[src/sv/bmw_pkg.sv]
// Shared types and constants for the binary morphology window block.
// Used by every module of the block except bmw_ram; has no dependencies of its own.
`default_nettype none

package bmw_pkg;

    // Structuring element geometry.
    localparam int ELEM_SIZE  = 5;
    localparam int HALF       = ELEM_SIZE / 2;
    localparam int WIN_BITS   = ELEM_SIZE * ELEM_SIZE;
    localparam int STACK_BITS = ELEM_SIZE - 1;

    // Field and register widths.
    localparam int PIXEL_W     = 8;
    localparam int MODE_W      = 2;
    localparam int SIZE_W      = 11;
    localparam int CFG_DATA_W  = 25;
    localparam int CFG_INDEX_W = 2;

    // Register indexes on the configuration port.
    localparam logic [CFG_INDEX_W-1:0] CFG_MODE   = 2'd0;
    localparam logic [CFG_INDEX_W-1:0] CFG_MASK   = 2'd1;
    localparam logic [CFG_INDEX_W-1:0] CFG_WIDTH  = 2'd2;
    localparam logic [CFG_INDEX_W-1:0] CFG_HEIGHT = 2'd3;

    // Operating modes; the unused code behaves as dilation.
    localparam logic [MODE_W-1:0] MODE_DILATE   = 2'd0;
    localparam logic [MODE_W-1:0] MODE_ERODE    = 2'd1;
    localparam logic [MODE_W-1:0] MODE_BOUNDARY = 2'd2;

    // Pixel values and register reset values.
    localparam logic [PIXEL_W-1:0]  PIXEL_BLACK = 8'd0;
    localparam logic [PIXEL_W-1:0]  PIXEL_WHITE = 8'd255;
    localparam logic [WIN_BITS-1:0] MASK_RESET  = 25'd4357252;
    localparam logic [SIZE_W-1:0]   SIZE_RESET  = 11'd1024;

    // Per-item control that travels with a pixel down the pipeline.
    typedef struct packed {
        logic                  has_out;
        logic                  last;
        logic [ELEM_SIZE-1:0]  row_ok;
        logic [ELEM_SIZE-1:0]  col_ok;
        logic [MODE_W-1:0]     mode;
        logic [WIN_BITS-1:0]   mask;
    } item_ctrl_t;

endpackage

`default_nettype wire

[src/sv/bmw_kernel.sv]
// Result logic: applies the structuring element to one 5x5 window of black flags.
// Depends on bmw_pkg for the window geometry, mode codes and item control struct.
`default_nettype none

module bmw_kernel (
    input  wire logic [bmw_pkg::WIN_BITS-1:0] window,
    input  wire bmw_pkg::item_ctrl_t          item,
    output logic                              black
);

    logic [bmw_pkg::WIN_BITS-1:0] in_img;
    logic [bmw_pkg::WIN_BITS-1:0] blk;
    logic [bmw_pkg::WIN_BITS-1:0] reflected;
    logic                         center;
    logic                         eroded_white;
    logic                         dilated;

    always_comb
    begin
        for (int j = 0; j < bmw_pkg::ELEM_SIZE; j++)
        begin
            for (int k = 0; k < bmw_pkg::ELEM_SIZE; k++)
            begin
                in_img[j*bmw_pkg::ELEM_SIZE + k] = item.row_ok[j] & item.col_ok[k];
            end
        end

        // Dilation uses the element mirrored through its center.
        for (int i = 0; i < bmw_pkg::WIN_BITS; i++)
        begin
            reflected[bmw_pkg::WIN_BITS-1-i] = item.mask[i];
        end

        blk          = window & in_img;
        center       = blk[bmw_pkg::HALF*bmw_pkg::ELEM_SIZE + bmw_pkg::HALF];
        eroded_white = !center || (|(in_img & ~blk & item.mask));
        dilated      = |(blk & reflected);

        case (item.mode)
            bmw_pkg::MODE_ERODE:    black = !eroded_white;
            bmw_pkg::MODE_BOUNDARY: black = center && eroded_white;
            default:                black = dilated;
        endcase
    end

endmodule

`default_nettype wire

[config.mk]
export PLATFORM = sky130hd
export DESIGN_NAME = bmw_kernel
export DESIGN_NICKNAME = d
export VERILOG_FILES = /design/src/sv/bmw_pkg.sv /design/src/sv/bmw_kernel.sv
export SDC_FILE = /design/constraint.sdc
export NUM_CORES = 1
export LEC_CHECK = 0
export ABC_AREA = 1
export CAP_MARGIN = 20
export CORE_MARGIN = 4
export CORE_UTILIZATION = 50
export DETAILED_ROUTE_END_ITERATION = 8
export DONT_BUFFER_PORTS = 1
export GPL_ROUTABILITY_DRIVEN = 0
export PLACE_DENSITY = 0.65
export SLEW_MARGIN = 20
export SYNTH_ARGS = -nofsm -noshare
export SYNTH_HDL_FRONTEND = slang
export SYNTH_SLANG_ARGS = --single-unit
export TNS_END_PERCENT = 30
[constraint.sdc]
create_clock -name vclk -period 1.4
set_clock_uncertainty 0.1 [all_clocks]
set_input_delay 0.28 -clock vclk [all_inputs]
set_output_delay 0.28 -clock vclk [all_outputs]
set_load 0.01 [all_outputs]
==> out/results.md <==
| Parameter | Value |
|:---|:---|
| Number of input and output port buffers inserted | 0 |
| Transition at the pin with the smallest max-transition slack | 231.5 ps |
| Maximum number of pins on one net before global-route repair | 11 |
| CP Data Arrival Time | 1060 ps |
| Worst hold start | item[29] |
| Final setup slack of the worst path | -35.28 ps |
| Multi-input logic area | 708.2 µm² |
| Global-route wire length before repair | 3815 µm |
| Number of sequential storage elements | 0 |
| Shortest period the worst path allows | 1435 ps |
| Number of clock buffers in the layout | 0 |
| Std cell rows | 14 |
| Initial antenna violation count | 0 |
| Synthesized instance count | 169 |
| Synth Net Count | 235 |
| Outcome | complete, but fails checks |
| Share of Yosys cell area claimed by the top area cell type | 24.30% |
| CP Data Required Time | 1020 ps |
| Yosys top cell by area | sky130_fd_sc_hd__nand2_1 |
| Remaining Overflow, GRT | 0 |
| Share of the clock period used by the worst path | 102.5% |
| Slew HR | 84.53% |
| Capturing element type of the critical path | output pin |
| Yosys warns | 0 |
| Nets@finish | 235 |
| WHS Endpoint | black |
| Std-Cell Core Area | 1506 µm² |
| GRT Resource Usage Total | 22.69% |
| Maximum fanout along the worst path | 7 |
| Upper clock frequency limit | 696.7 MHz |
| Number of DRC markers after the initial detailed-route iteration | 27 |
| Area taken by flip-flops and latches | 0 µm² |
| Setup repair after global routing missed its margin | true |
| Number of nets with antenna violations after routing | 0 |
| Worst Setup Start Kind | primary input |
| Most common library cells after synthesis | sky130_fd_sc_hd__nand2_1 (52), sky130_fd_sc_hd__inv_1 (28), sky130_fd_sc_hd__nor2_1 (28) |
| Post-detailed-route via-to-cell ratio | 5.738 |
| Hold buffer count at cts | 0 |
| Per-cell routed wire length | 13.74 µm |
| Leakage dissipation | 0.4932 nW |
| Most used standard cell by instance count after synthesis | sky130_fd_sc_hd__nand2_1 |
| Netlist cell types | 19 |
| Post-synthesis sequential area ratio | 0% |
| Accumulated negative setup slack | -35.28 ps |
| Average cell area after synthesis | 4.753 µm² |
| Die H | 48.08 µm |
| Hold-critical path depth | 4 |
| Die Footprint | 2312 µm² |
| IR Drop Worst-Case VDD | 0.09817 mV |
| Number of optimization iterations in the first detailed-route pass | 4 |
| Share of layout cells above drive strength 1 | 22.75% |
| Number of global-route vias before repair | 931 |
| Vias after detailed routing | 1050 |
| Post-detailed-route DRC marker count | 0 |
| Count of pins on the block boundary | 65 |
| Final Max Tran Viols | 0 |
| Detail Placement HPWL | 2144 µm |
| Routed wire length | 2514 µm |
| Violations in the final reports | setup timing |
| Total standard cell area after synthesis | 803.3 µm² |
| Cell Pwr Density | 209.8 nW/µm² |
| Kind of path behind the tightest hold check | in2out |
| Biggest area contributors in the synthesized netlist | sky130_fd_sc_hd__nand2_1 (24%), sky130_fd_sc_hd__nand4_1 (16%), sky130_fd_sc_hd__inv_1 (13%), sky130_fd_sc_hd__nor2_1 (13%), sky130_fd_sc_hd__buf_6 (5.6%) |
| Post-synthesis to final-layout area growth | 9.034% |
| DIE WIDTH | 48.08 µm |
| Antenna cell count | 0 |
| Critical setup path kind | in2out |
| Initial cell density of the core | 53.32% |
| Count of endpoints failing setup in the final report | 1 |
| Filler cells | 172 |
| Total power | 183.7 µW |
| Total count of hold-check failures in the final report | 0 |
| Count of max-cap constraint violations | 0 |
==> worst max-delay path: stages <==
cell                      delay, ps
sky130_fd_sc_hd__nand2_2         50
sky130_fd_sc_hd__inv_2           40
sky130_fd_sc_hd__buf_4          120
sky130_fd_sc_hd__buf_4          120
sky130_fd_sc_hd__nand3_1         60
sky130_fd_sc_hd__nand4_1        100
sky130_fd_sc_hd__nor2_1          90
sky130_fd_sc_hd__nand2_1         60
sky130_fd_sc_hd__nand2_1         70
sky130_fd_sc_hd__nand2_2         70
==> cells in the final DEF, fill, tap and decap left out <==
cell type / Yosys / final
sky130_fd_sc_hd__nor2_4: 0 / 1
sky130_fd_sc_hd__nand4_1: 21 / 21
sky130_fd_sc_hd__clkinv_2: 0 / 1
sky130_fd_sc_hd__o21ai_0: 1 / 1
sky130_fd_sc_hd__nand2_8: 0 / 1
sky130_fd_sc_hd__nor3_1: 6 / 5
sky130_fd_sc_hd__inv_1: 28 / 25
sky130_fd_sc_hd__o22ai_1: 1 / 1
sky130_fd_sc_hd__nand3_2: 2 / 4
sky130_fd_sc_hd__o21a_1: 1 / 1
sky130_fd_sc_hd__nor2_2: 5 / 8
sky130_fd_sc_hd__nand2_1: 52 / 41
sky130_fd_sc_hd__nand2_2: 3 / 12
sky130_fd_sc_hd__inv_2: 2 / 5
sky130_fd_sc_hd__nand2_4: 0 / 1
sky130_fd_sc_hd__o2111ai_1: 1 / 1
sky130_fd_sc_hd__ha_1: 2 / 2
sky130_fd_sc_hd__nor3_2: 0 / 1
sky130_fd_sc_hd__nor2_1: 28 / 24
sky130_fd_sc_hd__nand3_1: 8 / 6
sky130_fd_sc_hd__buf_4: 0 / 4
sky130_fd_sc_hd__nor3b_1: 1 / 1
==> cell type report <==
cell class / count / share of cell area, %
Tap cell: 16 / 2.286
Timing Repair Buffer: 4 / 3.429
Multi-Input combinational cell: 132 / 80.86
Inverter: 31 / 13.43
==> kinds of logic (layout without fill, tap and decap cells) <==
group | Yosys count | after routing | synth area share (%)
compound gates | 4 | 4 | 3.427
simple gates | 126 | 126 | 72.12
fa+ha+maj | 2 | 2 | 3.115
buf+inv | 37 | 35 | 21.34
==> where the power goes <==
| group | internal (mW) | switching [mW] |
|---|---|---|
| Clock | 0 | 0 |
| Sequential | 0 | 0 |
| Combinational | 0.0836 | 0.100 |
| Total | 0.0836 | 0.100 |
==> per-stage QoR <==
step | std cells | hold WS (ps) | utilization [%] | instance area (µm²) | setup slack [ps]
finish | 183 | 673.5 | 58.14 | 875.8 | -35.28
global route | 183 | 716.6 | 58.14 | 875.8 | -132.4
CTS | 183 | 695.7 | 55.98 | 843.3 | -41.28
detailed placement | 179 | 706.8 | 51.16 | 770.7 | -86.07
global placement | 179 | 705.6 | 51.16 | 770.7 | -15.80
floorplan | 169 | 698.6 | - | 805.8 | -36.28
==> repair_timing <==
action | 4_1_cts | 5_1_grt
setup endpoints to repair | 1 | 1
pin swaps | 19 | 8
buffers inserted | 4 | 0
gates cloned | 0 | 0
gates resized for setup | 16 | 9
==> routing by layer <==
metal / vias up / global-route usage, % / routed length [µm]
li1: 537 / - / -
met1: 459 / 29.35 / 933
met2: 52 / 40.37 / 1249
met3: 2 / 4.135 / 316
met4: 0 / 1.613 / 14
met5: - / 0 / 0
==> how the worst max path moves through the flow <==
stage / start / endpoint / slack (ps) / depth (start not counted)
after floorplan: item[27] / black / -40 / 10
after global placement: item[34] / black / -20 / 11
after detailed placement: item[35] / black / -90 / 9
after CTS: item[30] / black / -40 / 11
after global routing: item[34] / black / -130 / 11
final: item[33] / black / -40 / 10
No activity file was read; power rests on OpenSTA's default activity.
