--- src/sv/bmw_pkg.sv ---
// Shared types and constants for the binary morphology window block.
// Used by every module of the block except bmw_ram; has no dependencies of its own.
`default_nettype none

package bmw_pkg;

    // Structuring element geometry.
    localparam int ELEM_SIZE  = 5;
    localparam int HALF       = ELEM_SIZE / 2;
    localparam int WIN_BITS   = ELEM_SIZE * ELEM_SIZE;
    localparam int STACK_BITS = ELEM_SIZE - 1;

    // Field and register widths.
    localparam int PIXEL_W     = 8;
    localparam int MODE_W      = 2;
    localparam int SIZE_W      = 11;
    localparam int CFG_DATA_W  = 25;
    localparam int CFG_INDEX_W = 2;

    // Register indexes on the configuration port.
    localparam logic [CFG_INDEX_W-1:0] CFG_MODE   = 2'd0;
    localparam logic [CFG_INDEX_W-1:0] CFG_MASK   = 2'd1;
    localparam logic [CFG_INDEX_W-1:0] CFG_WIDTH  = 2'd2;
    localparam logic [CFG_INDEX_W-1:0] CFG_HEIGHT = 2'd3;

    // Operating modes; the unused code behaves as dilation.
    localparam logic [MODE_W-1:0] MODE_DILATE   = 2'd0;
    localparam logic [MODE_W-1:0] MODE_ERODE    = 2'd1;
    localparam logic [MODE_W-1:0] MODE_BOUNDARY = 2'd2;

    // Pixel values and register reset values.
    localparam logic [PIXEL_W-1:0]  PIXEL_BLACK = 8'd0;
    localparam logic [PIXEL_W-1:0]  PIXEL_WHITE = 8'd255;
    localparam logic [WIN_BITS-1:0] MASK_RESET  = 25'd4357252;
    localparam logic [SIZE_W-1:0]   SIZE_RESET  = 11'd1024;

    // Per-item control that travels with a pixel down the pipeline.
    typedef struct packed {
        logic                  has_out;
        logic                  last;
        logic [ELEM_SIZE-1:0]  row_ok;
        logic [ELEM_SIZE-1:0]  col_ok;
        logic [MODE_W-1:0]     mode;
        logic [WIN_BITS-1:0]   mask;
    } item_ctrl_t;

endpackage

`default_nettype wire

--- src/sv/bmw_frame_ctrl.sv ---
// Configuration registers, frame tracking and per-item position logic.
// Depends on bmw_pkg for widths, register indexes and the item control struct.
`default_nettype none

module bmw_frame_ctrl #(
    parameter int MAX_WIDTH  = 1024,
    parameter int MAX_HEIGHT = 1024
) (
    input  wire logic                                 clk,
    input  wire logic                                 rst_n,
    input  wire logic                                 cfg_valid,
    output logic                                      cfg_ready,
    input  wire logic [bmw_pkg::CFG_INDEX_W-1:0]      cfg_index,
    input  wire logic [bmw_pkg::CFG_DATA_W-1:0]       cfg_data,
    input  wire logic                                 take,
    input  wire logic                                 pad,
    output logic                                      load,
    output logic [$clog2(MAX_WIDTH)-1:0]              rd_col,
    output bmw_pkg::item_ctrl_t                       item
);

    localparam int CW = $clog2(MAX_WIDTH);
    localparam int WW = $clog2(MAX_WIDTH + 1);
    localparam int HW = $clog2(MAX_HEIGHT + 1);
    localparam int LW = $clog2(bmw_pkg::HALF * MAX_WIDTH + bmw_pkg::HALF + 1);

    // Software-visible registers.
    logic [bmw_pkg::MODE_W-1:0]   mode_reg;
    logic [bmw_pkg::WIN_BITS-1:0] mask_reg;
    logic [bmw_pkg::SIZE_W-1:0]   width_reg;
    logic [bmw_pkg::SIZE_W-1:0]   height_reg;

    // Frame state.
    logic                         active_reg;
    logic [bmw_pkg::MODE_W-1:0]   act_mode_reg;
    logic [bmw_pkg::WIN_BITS-1:0] act_mask_reg;
    logic [WW-1:0]                w_reg;
    logic [HW-1:0]                h_reg;
    logic [LW-1:0]                lag_reg;
    logic [CW-1:0]                in_col_reg;
    logic [LW-1:0]                lead_reg;
    logic [HW-1:0]                out_row_reg;
    logic [CW-1:0]                out_col_reg;

    logic                         start;
    logic [WW-1:0]                w_clamp;
    logic [HW-1:0]                h_clamp;
    logic [WW-1:0]                w_eff;
    logic [HW-1:0]                h_eff;
    logic [LW-1:0]                lag_eff;
    logic [CW-1:0]                in_col_eff;
    logic [LW-1:0]                lead_eff;
    logic [HW-1:0]                out_row_eff;
    logic [CW-1:0]                out_col_eff;
    logic                         has_out;
    logic                         last;
    logic [WW:0]                  col_inc;
    logic [WW:0]                  out_col_inc;
    logic [HW:0]                  out_row_inc;
    logic [CW-1:0]                in_col_next;
    logic [LW-1:0]                lead_next;
    logic                         out_col_wrap;
    logic [HW+1:0]                row_sum;
    logic [WW+1:0]                col_sum;

    assign cfg_ready = 1'b1;

    always_comb
    begin
        start = !active_reg;

        // Saturate the programmed sizes into 1..MAX.
        if (width_reg == '0)
        begin
            w_clamp = WW'(1);
        end
        else if (32'(width_reg) > MAX_WIDTH)
        begin
            w_clamp = WW'(MAX_WIDTH);
        end
        else
        begin
            w_clamp = WW'(width_reg);
        end

        if (height_reg == '0)
        begin
            h_clamp = HW'(1);
        end
        else if (32'(height_reg) > MAX_HEIGHT)
        begin
            h_clamp = HW'(MAX_HEIGHT);
        end
        else
        begin
            h_clamp = HW'(height_reg);
        end

        w_eff       = start ? w_clamp : w_reg;
        h_eff       = start ? h_clamp : h_reg;
        lag_eff     = start ? LW'(w_clamp) * LW'(bmw_pkg::HALF) + LW'(bmw_pkg::HALF)
                            : lag_reg;
        in_col_eff  = start ? '0 : in_col_reg;
        lead_eff    = start ? '0 : lead_reg;
        out_row_eff = start ? '0 : out_row_reg;
        out_col_eff = start ? '0 : out_col_reg;

        load    = take && !(start && pad);
        has_out = (lead_eff == lag_eff);

        out_col_inc  = (WW+1)'(out_col_eff) + (WW+1)'(1);
        out_row_inc  = (HW+1)'(out_row_eff) + (HW+1)'(1);
        out_col_wrap = (out_col_inc == (WW+1)'(w_eff));
        last         = has_out && out_col_wrap && (out_row_inc == (HW+1)'(h_eff));

        col_inc     = (WW+1)'(in_col_eff) + (WW+1)'(1);
        in_col_next = (col_inc == (WW+1)'(w_eff)) ? '0 : CW'(col_inc);
        lead_next   = has_out ? lead_eff : lead_eff + LW'(1);

        rd_col = in_col_eff;

        // Which window rows and columns fall inside the image for this result.
        item.row_ok = '0;
        item.col_ok = '0;
        row_sum     = '0;
        col_sum     = '0;
        for (int j = 0; j < bmw_pkg::ELEM_SIZE; j++)
        begin
            row_sum = (HW+2)'(out_row_eff) + (HW+2)'(j);
            item.row_ok[j] = (row_sum >= (HW+2)'(bmw_pkg::HALF)) &&
                             (row_sum < (HW+2)'(h_eff) + (HW+2)'(bmw_pkg::HALF));
            col_sum = (WW+2)'(out_col_eff) + (WW+2)'(j);
            item.col_ok[j] = (col_sum >= (WW+2)'(bmw_pkg::HALF)) &&
                             (col_sum < (WW+2)'(w_eff) + (WW+2)'(bmw_pkg::HALF));
        end

        item.has_out = has_out;
        item.last    = last;
        item.mode    = start ? mode_reg : act_mode_reg;
        item.mask    = start ? mask_reg : act_mask_reg;
    end

    always_ff @(posedge clk or negedge rst_n)
    begin
        if (!rst_n)
        begin
            mode_reg     <= bmw_pkg::MODE_DILATE;
            mask_reg     <= bmw_pkg::MASK_RESET;
            width_reg    <= bmw_pkg::SIZE_RESET;
            height_reg   <= bmw_pkg::SIZE_RESET;
            active_reg   <= 1'b0;
            act_mode_reg <= bmw_pkg::MODE_DILATE;
            act_mask_reg <= '0;
            w_reg        <= WW'(1);
            h_reg        <= HW'(1);
            lag_reg      <= '0;
            in_col_reg   <= '0;
            lead_reg     <= '0;
            out_row_reg  <= '0;
            out_col_reg  <= '0;
        end
        else
        begin
            if (cfg_valid)
            begin
                case (cfg_index)
                    bmw_pkg::CFG_MODE:   mode_reg   <= cfg_data[bmw_pkg::MODE_W-1:0];
                    bmw_pkg::CFG_MASK:   mask_reg   <= cfg_data[bmw_pkg::WIN_BITS-1:0];
                    bmw_pkg::CFG_WIDTH:  width_reg  <= cfg_data[bmw_pkg::SIZE_W-1:0];
                    bmw_pkg::CFG_HEIGHT: height_reg <= cfg_data[bmw_pkg::SIZE_W-1:0];
                    default: ;
                endcase
            end

            if (load)
            begin
                active_reg <= !last;
                if (start)
                begin
                    act_mode_reg <= mode_reg;
                    act_mask_reg <= mask_reg;
                    w_reg        <= w_clamp;
                    h_reg        <= h_clamp;
                    lag_reg      <= lag_eff;
                end
                in_col_reg <= in_col_next;
                lead_reg   <= lead_next;
                if (has_out)
                begin
                    out_col_reg <= out_col_wrap ? '0 : CW'(out_col_inc);
                    out_row_reg <= out_col_wrap ? HW'(out_row_inc) : out_row_eff;
                end
                else
                begin
                    out_col_reg <= out_col_eff;
                    out_row_reg <= out_row_eff;
                end
            end
        end
    end

endmodule

`default_nettype wire

--- config.mk ---
export PLATFORM = sky130hd
export DESIGN_NAME = bmw_frame_ctrl
export DESIGN_NICKNAME = d
export VERILOG_FILES = /design/src/sv/bmw_pkg.sv /design/src/sv/bmw_frame_ctrl.sv
export SDC_FILE = /design/constraint.sdc
export NUM_CORES = 1
export LEC_CHECK = 0
export BUFFER_PORTS_ARGS = -buffer_cell sky130_fd_sc_hd__buf_4
export CAP_MARGIN = 20
export CORE_ASPECT_RATIO = 1.25
export CORE_MARGIN = 2
export CORE_UTILIZATION = 30
export DETAILED_ROUTE_END_ITERATION = 16
export HOLD_SLACK_MARGIN = 0.15
export SYNTH_ARGS = -nofsm -noshare
export SYNTH_HDL_FRONTEND = slang
export SYNTH_SLANG_ARGS = --single-unit
--- constraint.sdc ---
create_clock -name clk -period 5.5 [get_ports clk]
set_clock_uncertainty 0.05 [all_clocks]
set_input_delay 0.55 -clock clk [delete_from_list [all_inputs] [get_ports clk]]
set_output_delay 0.55 -clock clk [all_outputs]
set_load 0.01 [all_outputs]
==> results.py, run 1 <==
metrics = {
    "power": {
        "p_int_w": 0.00322,
        "p_sw_w": 0.00192,
        "p_comb_share_pct": 43.2,
        "p_leak_nw": 6.06,
        "sequentialPowerShare_pct": 34.2,
        "switching_share_pct": 37.3,
        "p_clk_share_pct": 22.6,
        "ir_worst_vdd_uv": 262,
        "powerDensity_nw_per_um2": 359,
    },
    "placed_design": {
        "placed_area_um2": 13700,
        "dp_hpwl_um": 25700,
        "port_buffers": 81,
        "dp_cells": 1980,
        "post-place-ws_ns": 0.728,
        "gp_congestion": 0.917,
    },
    "clock_tree": {
        "ctsRootBufferMaster": "clkbuf_16",
        "insertion_delay_ns": 0.43,
        "cts_buffers": 17,
        "h-tree-depth": 4,
        "cts_buffer_depth": 2,
        "cts_tree": "yes",
        "post-cts-setup-buffer-count": 0,
        "clkTransAtPathRegs_ns": 0.06,
        "clock-sinks": 154,
    },
    "global_routing": {
        "grt_max_degree": 106,
        "antenna_found_initial": 0,
        "met2_usage_pct": 27.2,
        "grtUsageMet3_pct": 1.95,
        "grt_pass1_vias": 10300,
        "grt_use_met1_pct": 19.8,
        "grt_usage_pct": 15.6,
        "top_usage_layer": "met2",
        "grt_pass1_wl_um": 55400,
        "grt_overflow": 0,
    },
    "worst_setup_path": {
        "startpoint_type": "flip-flop",
        "critical-path-slowest-cell": "dfrtp_4",
        "crit_chain": "buf_12 -> nand2_1 -> inv_1 -> ha_1 -> nand2_1 -> or3_1 -> a21oi_1 -> buf_4 -> xor2_1 -> nand4_1 -> nor4_4 -> nand2b_4 -> nor3_1 -> buf_4",
        "cp_data_arrival_time_ns": 4.58,
        "reg2reg_setup_slack_ns": 1.05,
        "critical_path_class": "flip-flop to output port",
        "r2r-start": "active_reg",
        "worstReg2RegEnd": "in_col_reg[5]",
        "required_ns": 4.90,
        "cp_max_fo": 71,
        "critPathMaxStageDelay_ns": 0.56,
        "worstSetupEndpointType": "output port",
        "worstRegToRegCells": 14,
        "critical_path_buf_inv_count": 4,
        "cpLargestDelayFamily": "simple AND/OR/NAND/NOR gates",
    },
    "drt": {
        "drc": 0,
        "drt_wl_total_um": 34300,
        "ant_nets": 0,
        "dr.pass1.iters": 5,
        "initialDrtViolationCount": 614,
        "vias": 10400,
        "viasPerCell": 5.19,
        "routedWlPerCell_um": 17.0,
    },
    "timing": {
        "setup_violations": 0,
        "fin_setup_tns_ns": 0,
        "tightest_slew_ns": 1.02,
        "drv_slew": 0,
        "finalCritPeriodShare_pct": 94.2,
        "fmax_ghz": 0.193,
        "rsz0062_at_grt": "no",
        "finalHoldViolations": 0,
        "min_period_ns": 5.18,
        "setup_slack_ns": 0.321,
        "max_slew_margin_pct": 31.0,
    },
    "synthesis": {
        "netlist_instances": 1399,
        "ys_seq_area_share_pct": 30.5,
        "synth_xor_area_share_pct": 9.09,
        "synth-main-ff-cell": "dfrtp_1",
        "yosys_warnings": 0,
        "synthArstFlopShare_pct": 100,
        "syn_area_per_cell_um2": 9.06,
        "synth_top_family_by_area": "simple AND/OR/NAND/NOR gates",
        "synth-adder-area-share_pct": 10.2,
        "synth_top_cell_by_area": "dfrtp_1",
        "synth_area_leaders": "dfrtp_1 (28%), mux2_2 (9.7%), ha_1 (9.4%), xnor2_1 (5.6%), nand2_1 (4.8%)",
        "yosysMostFrequentCell": "nand2_1",
        "synthMuxAreaShare_pct": 10.8,
        "synth_edf_count": 0,
        "synthTopCellsByCount": "nand2_1 (161), dfrtp_1 (141), mux2_2 (109)",
        "ys_types": 96,
        "yosys.area.top_type_share_pct": 27.8,
        "syn_nets": 1526,
        "synth_compound_area_share_pct": 14.9,
        "yosys.area_share.simple_pct": 19.1,
        "syn_area_um2": 12700,
        "synth_seq_cells": 154,
    },
    "status": {
        "outcome": "finished, final reports clean",
    },
    "floorplan": {
        "rows": 84,
        "io_pins": 83,
        "start_util_pct": 30.2,
        "fp.dieH_um": 234,
        "core_area_um2": 41900,
        "die-area_um2": 43900,
        "die_x_um": 188,
    },
    "worst_hold_path": {
        "hold_path_class": "input pin to async pin",
    },
    "cells_and_area": {
        "antennaDiodeCount": 0,
        "finalNonFillerCells": 2012,
        "design_area_um2": 14300,
        "syn2layout_area_growth_pct": 13.0,
        "drive_gt1_share_pct": 20.8,
        "nets": 1567,
    },
    "job": {
        "drv_cap": 0,
    },
}
## stage by stage
stage                     power [W]  hold slack [ns]  utilization, %
after global placement      0.00394            0.414            32.8
after detailed placement    0.00400            0.416            32.8
after floorplan             0.00330            0.204               -
final                       0.00514            0.160            34.2
after global routing        0.00552            0.264            34.2
after CTS                   0.00519            0.232            34.2
## worst reg2reg max path: stages (launching register included)
cell,delay [ns]
dfrtp_4,0.56
buf_12,0.34
buf_4,0.41
nand2_1,0.19
inv_1,0.15
ha_1,0.29
nand3_1,0.22
nor3_1,0.51
nand2_1,0.15
o211ai_1,0.18
a31oi_1,0.16
nor4_4,0.58
nand2b_1,0.27
o21ai_0,0.10
o2bb2ai_1,0.16
## cells by family (layout without fill, tap and decap cells)
| kind of cell | Yosys count | count (layout) |
|---|---|---|
| AO/OA/AOI/OAI | 281 | 281 |
| XOR/XNOR | 129 | 129 |
| adder cells (fa/ha/maj) | 105 | 105 |
| buffers and inverters | 143 | 197 |
| flip-flops | 154 | 154 |
| multiplexers | 122 | 122 |
| other | 1 | 1 |
| AND/OR/NAND/NOR | 464 | 464 |
## layout make-up
class / count / area [um^2]
Inverter: 56 / 210
Clock inverter: 9 / 115
Sequential cell: 154 / 3870
Fill cell: 4320 / 27600
Multi-Input combinational cell: 1102 / 8130
Timing Repair Buffer: 109 / 835
Clock buffer: 23 / 468
Tap cell: 559 / 699
## metal layers
layer	wire length, um	share of wire, %	vias to the layer above
met5	0	0	-
met4	954	2.8	0
met3	1460	4.3	59
met2	16700	49	289
met1	15200	44	5014
li1	-	-	5078
## cell usage in the layout (no fill, tap or decap), types with 37 or more instances in the layout
cell type / instances
nor3_1: 37
xor2_1: 45
mux2_2: 109
o21ai_0: 74
ha_1: 95
xnor2_1: 81
nand3_1: 41
a21oi_1: 46
buf_4: 107
nand2_1: 161
nor2_1: 54
dfrtp_1: 140
inv_1: 52
## repair_timing
action	4_1_cts	5_1_grt
endpoints found under the setup margin	0	2
resized for setup	0	1
hold buffers	0	0
## power by group through the flow
stage | clock network (W) | logic (W) | registers (W)
global route | 0.00124 | 0.00247 | 0.00181
global placement | 0 | 0.00218 | 0.00176
floorplan | 0 | 0.00166 | 0.00163
finish | 0.00116 | 0.00222 | 0.00176
detailed placement | 0 | 0.00222 | 0.00178
CTS | 0.00119 | 0.00224 | 0.00176
## worst max path at each step
stage / slack (ns) / endpoint / startpoint / cells past startpoint
floorplan: 0.83 / item[33] / active_reg / 23
global placement: 0.82 / item[28] / active_reg / 15
detailed placement: 0.73 / item[28] / active_reg / 15
CTS: 0.26 / item[28] / active_reg / 15
global route: 0.01 / item[28] / active_reg / 15
finish: 0.32 / item[37] / active_reg / 14
Power figures use the tool's default switching activity.
==> run 2, diff against run 1 <==
--- a/config.mk
+++ b/config.mk
@@ -9,9 +9,11 @@
 export CAP_MARGIN = 20
 export CORE_ASPECT_RATIO = 1.25
 export CORE_MARGIN = 2
-export CORE_UTILIZATION = 30
+export CORE_UTILIZATION = 50
 export DETAILED_ROUTE_END_ITERATION = 16
+export GPL_TIMING_DRIVEN = 0
 export HOLD_SLACK_MARGIN = 0.15
+export PLACE_DENSITY = 0.68
 export SYNTH_ARGS = -nofsm -noshare
 export SYNTH_HDL_FRONTEND = slang
 export SYNTH_SLANG_ARGS = --single-unit
==> results.py, run 2 (synthesized netlist as in run 1, its figures left out) <==
metrics = {
    "placed_design": {
        "dp_hpwl_um": 28400,
        "placed_area_um2": 13700,
        "port_buffers": 81,
        "gp_congestion": 0.960,
    },
    "global_routing": {
        "grt_max_degree": 122,
        "grt_pass1_wl_um": 60000,
        "antenna_found_initial": 0,
        "grt_overflow": 0,
        "grt_pass1_vias": 11100,
        "grt_usage_pct": 28.5,
    },
    "drt": {
        "routedWlPerCell_um": 20.3,
        "vias": 11100,
        "initialDrtViolationCount": 834,
        "drt_wl_total_um": 37600,
        "drc": 0,
        "ant_nets": 0,
        "dr.pass1.iters": 6,
        "viasPerCell": 5.98,
    },
    "job": {
        "drv_cap": 0,
    },
    "power": {
        "switching_share_pct": 38.9,
        "p_int_w": 0.00323,
        "ir_worst_vdd_uv": 290,
        "sequentialPowerShare_pct": 32.2,
        "p_leak_nw": 6.28,
        "powerDensity_nw_per_um2": 363,
        "p_sw_w": 0.00206,
        "p_comb_share_pct": 45.9,
        "p_clk_share_pct": 21.9,
    },
    "timing": {
        "fmax_ghz": 0.186,
        "tightest_slew_ns": 1.07,
        "finalCritPeriodShare_pct": 97.7,
        "finalHoldViolations": 0,
        "max_slew_margin_pct": 28.0,
        "min_period_ns": 5.38,
        "drv_slew": 0,
        "setup_violations": 0,
        "holdWs_ns": 0.299,
    },
    "cells_and_area": {
        "multi_input_area_um2": 8300,
        "syn2layout_area_growth_pct": 15.1,
        "seqCellArea_um2": 3870,
        "n_fill_cell": 2300,
        "final_common_cell": "nand2_1",
        "nets": 1631,
        "drive_gt1_share_pct": 23.4,
        "design_area_um2": 14600,
        "layout_common_cells": "nand2_1 (156), dfrtp_1 (141), mux2_2 (109)",
    },
    "floorplan": {
        "core_area_um2": 25000,
        "die_x_um": 146,
        "io_pins": 83,
        "die-area_um2": 26700,
        "fp.dieH_um": 182,
        "start_util_pct": 50.6,
        "rows": 65,
    },
    "clock_tree": {
        "ctsRootBufferMaster": "clkbuf_16",
        "clkTransAtPathRegs_ns": 0.07,
        "insertion_delay_ns": 0.43,
        "h-tree-depth": 4,
        "cts_buffer_depth": 2,
        "clock-sinks": 154,
        "cts_buffers": 17,
        "cts_tree": "yes",
    },
    "worst_setup_path": {
        "required_ns": 4.90,
        "cp_data_arrival_time_ns": 4.78,
        "startpoint_type": "flip-flop",
        "critical-path-slowest-cell": "dfrtp_1",
        "critical_path_buf_inv_count": 8,
        "cp_max_fo": 19,
        "critPathMaxStageDelay_ns": 0.40,
        "cpLargestDelayFamily": "buffers and inverters",
        "critical_path_class": "flip-flop to output port",
        "worstSetupEndpointType": "output port",
        "path_common_cell": "buf_6",
        "crit_chain": "buf_8 -> buf_6 -> buf_8 -> buf_6 -> buf_6 -> clkbuf_4 -> buf_4 -> nand2_1 -> o21ai_0 -> ha_2 -> o21ai_1 -> or2_2 -> xnor2_2 -> ha_1 -> maj3_1 -> a2bb2oi_1 -> o41ai_1 -> a21oi_1 -> buf_4",
    },
    "worst_hold_path": {
        "hold_path_class": "input pin to flip-flop",
    },
    "status": {
        "outcome": "finished, final reports clean",
    },
}
run 2: layout make-up:
cell class                      instances  share of cell area (%)
Antenna cell                            1                  0.0172
Buffer                                 82                    3.41
Clock buffer                           19                    3.04
Clock inverter                         13                   0.901
Inverter                               56                    1.47
Multi-Input combinational cell       1102                    56.9
Sequential cell                       154                    26.5
Tap cell                              335                    2.87
Timing Repair Buffer                   91                    4.89
run 2: worst paths after layout:
kind,startpoint,endpoint,slack [ns],depth (start not counted)
max,active_reg,item[28],0.12,19
min,cfg_data[11],mask_reg[11],0.30,2
max reg2reg,active_reg,in_col_reg[5],0.58,18
min reg2reg,h_reg[0],h_reg[0],0.43,2
max in group asynchronous,rst_n,height_reg[8],3.98,3
min in group asynchronous,rst_n,mask_reg[20],0.54,2
run 2: routing by layer:
metal | global-route usage [%] | share of wire, %
met3 | 4.22 | 5.3
met4 | 13.8 | 4.6
met1 | 35.1 | 41
met2 | 48.8 | 49
met5 | 0 | 0
run 2: worst reg2reg max path, stage by stage (launching register included):
cell and delay, ns:
dfrtp_1 0.40, buf_8 0.18, buf_6 0.20, buf_8 0.22
buf_6 0.21, buf_6 0.19, clkbuf_4 0.24, buf_4 0.23
and2_1 0.18, ha_1 0.29, nand3_1 0.21, nor3_1 0.48
nand2_1 0.13, o211ai_1 0.20, a31oi_1 0.17, nor4_4 0.60
nand2b_1 0.27, o21ai_0 0.14, o2bb2ai_1 0.20
run 2: power groups by stage:
stage          registers (W)  clock network [W]  logic [W]
2_1_floorplan        0.00163                  0    0.00166
3_3_place_gp         0.00170                  0    0.00231
3_5_place_dp         0.00172                  0    0.00236
4_1_cts              0.00170            0.00117    0.00240
5_1_grt              0.00175            0.00122    0.00267
6_report             0.00170            0.00116    0.00243
run 2: through the flow:
step	power, W	setup WS, ns	setup TNS, ns	std cells	utilization (%)
3_5_place_dp	0.00408	-1.27	-27.10	1816	54.9
4_1_cts	0.00527	0.0118	0	1851	57.7
6_report	0.00529	0.124	0	1853	58.2
2_1_floorplan	0.00330	0.832	0	1399	-
3_3_place_gp	0.00401	-1.24	-26.09	1815	54.7
5_1_grt	0.00564	-0.0106	-0.0197	1852	58.2
run 2: what timing repair did:
action / 4_1_cts / 5_1_grt
endpoints found under the setup margin: 43 / 11
resized for setup: 36 / 26
setup buffers: 5 / 3
hold buffers: 1 / 0
endpoints found under the hold margin: 32 / 0
pin swaps: 4 / 0
==> run 3, diff against run 2 <==
--- a/config.mk
+++ b/config.mk
@@ -7,13 +7,16 @@
 export LEC_CHECK = 0
 export BUFFER_PORTS_ARGS = -buffer_cell sky130_fd_sc_hd__buf_4
 export CAP_MARGIN = 20
+export CELL_PAD_IN_SITES_DETAIL_PLACEMENT = 1
+export CELL_PAD_IN_SITES_GLOBAL_PLACEMENT = 2
 export CORE_ASPECT_RATIO = 1.25
 export CORE_MARGIN = 2
-export CORE_UTILIZATION = 50
+export CORE_UTILIZATION = 39
 export DETAILED_ROUTE_END_ITERATION = 16
 export GPL_TIMING_DRIVEN = 0
 export HOLD_SLACK_MARGIN = 0.15
-export PLACE_DENSITY = 0.68
+export PLACE_DENSITY_LB_ADDON = 0.1
+export SLEW_MARGIN = 20
 export SYNTH_ARGS = -nofsm -noshare
 export SYNTH_HDL_FRONTEND = slang
 export SYNTH_SLANG_ARGS = --single-unit
==> constraint.sdc (replaced) <==
create_clock -name clk -period 5.4 [get_ports clk]
set_clock_uncertainty 0.05 [all_clocks]
set_input_delay 0.54 -clock clk [delete_from_list [all_inputs] [get_ports clk]]
set_output_delay 0.54 -clock clk [all_outputs]
set_load 0.01 [all_outputs]
==> results.py, run 3 (synthesized netlist as in run 1, its figures left out) <==
metrics = {
    "status": {
        "outcome": "finished, final reports clean",
    },
    "clock_tree": {
        "insertion_delay_ns": 0.45,
        "clkTransAtPathRegs_ns": 0.07,
        "clock-sinks": 154,
        "cts_tree": "yes",
        "cts_buffers": 17,
        "cts_buffer_depth": 2,
        "h-tree-depth": 4,
        "ctsRootBufferMaster": "clkbuf_16",
    },
    "timing": {
        "min_period_ns": 5.27,
        "holdWs_ns": 0.271,
        "finalHoldViolations": 0,
        "fmax_ghz": 0.190,
        "max_slew_margin_pct": 31.5,
        "rsz0062_at_grt": "yes",
        "setup_violations": 0,
        "setup_slack_ns": 0.134,
        "finalCritPeriodShare_pct": 97.5,
        "drv_slew": 0,
        "tightest_slew_ns": 1.02,
    },
    "cells_and_area": {
        "syn2layout_area_growth_pct": 17.2,
        "drive_gt1_share_pct": 24.2,
        "design_area_um2": 14900,
        "nets": 1641,
        "finalNonFillerCells": 1939,
        "layout_common_cells": "nand2_1 (155), dfrtp_1 (141), mux2_2 (109)",
        "final_common_cell": "nand2_1",
        "antennaDiodeCount": 0,
    },
    "floorplan": {
        "io_pins": 83,
        "start_util_pct": 39.8,
        "rows": 73,
        "core_area_um2": 31900,
        "die_x_um": 165,
        "die-area_um2": 34000,
        "fp.dieH_um": 206,
    },
    "worst_setup_path": {
        "cp_data_arrival_time_ns": 4.68,
        "critical_path_class": "flip-flop to output port",
        "required_ns": 4.81,
        "critPathMaxStageDelay_ns": 0.40,
        "cp_max_fo": 10,
        "reg2reg_setup_slack_ns": 0.58,
        "critical_path_buf_inv_count": 9,
        "worstRegToRegCells": 18,
        "crit_chain": "buf_12 -> buf_8 -> buf_12 -> buf_8 -> buf_12 -> clkbuf_8 -> clkbuf_8 -> o21ai_0 -> ha_2 -> clkinvlp_4 -> ha_1 -> o21a_1 -> o21a_1 -> o21a_1 -> o31ai_2 -> a31oi_1 -> maj3_1 -> a21oi_2 -> buf_4",
        "critical-path-slowest-cell": "dfrtp_1",
        "cpLargestDelayFamily": "buffers and inverters",
        "worstSetupEndpointType": "output port",
        "startpoint_type": "flip-flop",
        "crit_cells": 19,
    },
    "worst_hold_path": {
        "min_path_cells": 2,
        "hold_path_class": "input pin to flip-flop",
    },
    "drt": {
        "vias": 11100,
        "ant_nets": 0,
        "dr.pass1.iters": 4,
        "initialDrtViolationCount": 566,
        "drc": 0,
        "drt_wl_total_um": 43600,
        "routedWlPerCell_um": 22.5,
        "viasPerCell": 5.72,
    },
    "job": {
        "drv_cap": 0,
    },
    "global_routing": {
        "grt_overflow": 0,
        "antenna_found_initial": 0,
        "grt_pass1_vias": 11700,
        "grt_pass1_wl_um": 68800,
        "grt_usage_pct": 26.9,
        "grt_max_degree": 88,
    },
    "placed_design": {
        "dp_hpwl_um": 33400,
        "post-place-ws_ns": -1.73,
        "gp_congestion": 0.885,
        "placed_area_um2": 13800,
        "dp_cells": 1893,
        "port_buffers": 81,
    },
    "power": {
        "p_leak_nw": 6.37,
        "p_sw_w": 0.00222,
        "p_total_w": 0.00554,
        "p_int_w": 0.00332,
        "p_comb_share_pct": 47.1,
        "powerDensity_nw_per_um2": 373,
        "p_clk_share_pct": 21.4,
        "ir_worst_vdd_uv": 313,
        "switching_share_pct": 40.1,
        "sequentialPowerShare_pct": 31.5,
    },
}
==> run 3: changes by cell type in the layout (fill, tap and decap cells not counted), sizes merged <==
cell / before / now
buf: 135 / 144
clkbuf: 56 / 55
clkinv: 3 / 6
diode: 1 / 0
inv: 62 / 61
==> run 3: timing repair <==
| item | in CTS | in global routing |
|---|---|---|
| gates resized for setup | 54 | 24 |
| hold buffers | 1 | 0 |
| pin swaps | 5 | 6 |
| buffers inserted | 8 | 11 |
| setup endpoints to repair | 43 | 12 |
| hold endpoints to repair | 66 | 0 |
==> run 3: final timing paths <==
check,start,endpoint
min in group asynchronous,rst_n,mask_reg[21]
max in group asynchronous,rst_n,mask_reg[13]
worst max-delay path,active_reg,item[28]
worst min-delay path,cfg_data[19],mask_reg[19]
worst min register to register,h_reg[0],h_reg[0]
worst max register to register,active_reg,in_col_reg[5]
==> run 3: metrics by stage <==
step	setup TNS [ns]	utilization, %
global route	-0.0595	46.6
detailed placement	-46.93	43.4
CTS	0	46.0
finish	0	46.6
floorplan	0	-
global placement	-47.17	43.3
==> run 3: area by class of cell <==
type / count / area (um^2)
Buffer: 81 / 552
Clock buffer: 17 / 425
Clock inverter: 15 / 140
Fill cell: 3703 / 17000
Inverter: 56 / 221
Multi-Input combinational cell: 1102 / 8320
Sequential cell: 154 / 3870
Tap cell: 412 / 515
Timing Repair Buffer: 102 / 808
==> run 3: per-layer routing <==
layer	global-route usage (%)	vias to the layer above	part of all wire, %	wire [um]
met5	0	-	0	0
met4	9.66	0	2.9	1280
met3	4.54	61	3.3	1450
met2	46.7	214	51	22000
met1	33.3	5567	43	18900
li1	-	5247	-	-
==> run 3: power groups by stage <==
stage	clock (W)	combinational [W]	sequential (W)
2_1_floorplan	0	0.00169	0.00167
3_3_place_gp	0	0.00243	0.00174
3_5_place_dp	0	0.00250	0.00176
4_1_cts	0.00122	0.00258	0.00174
5_1_grt	0.00126	0.00287	0.00179
6_report	0.00119	0.00261	0.00175
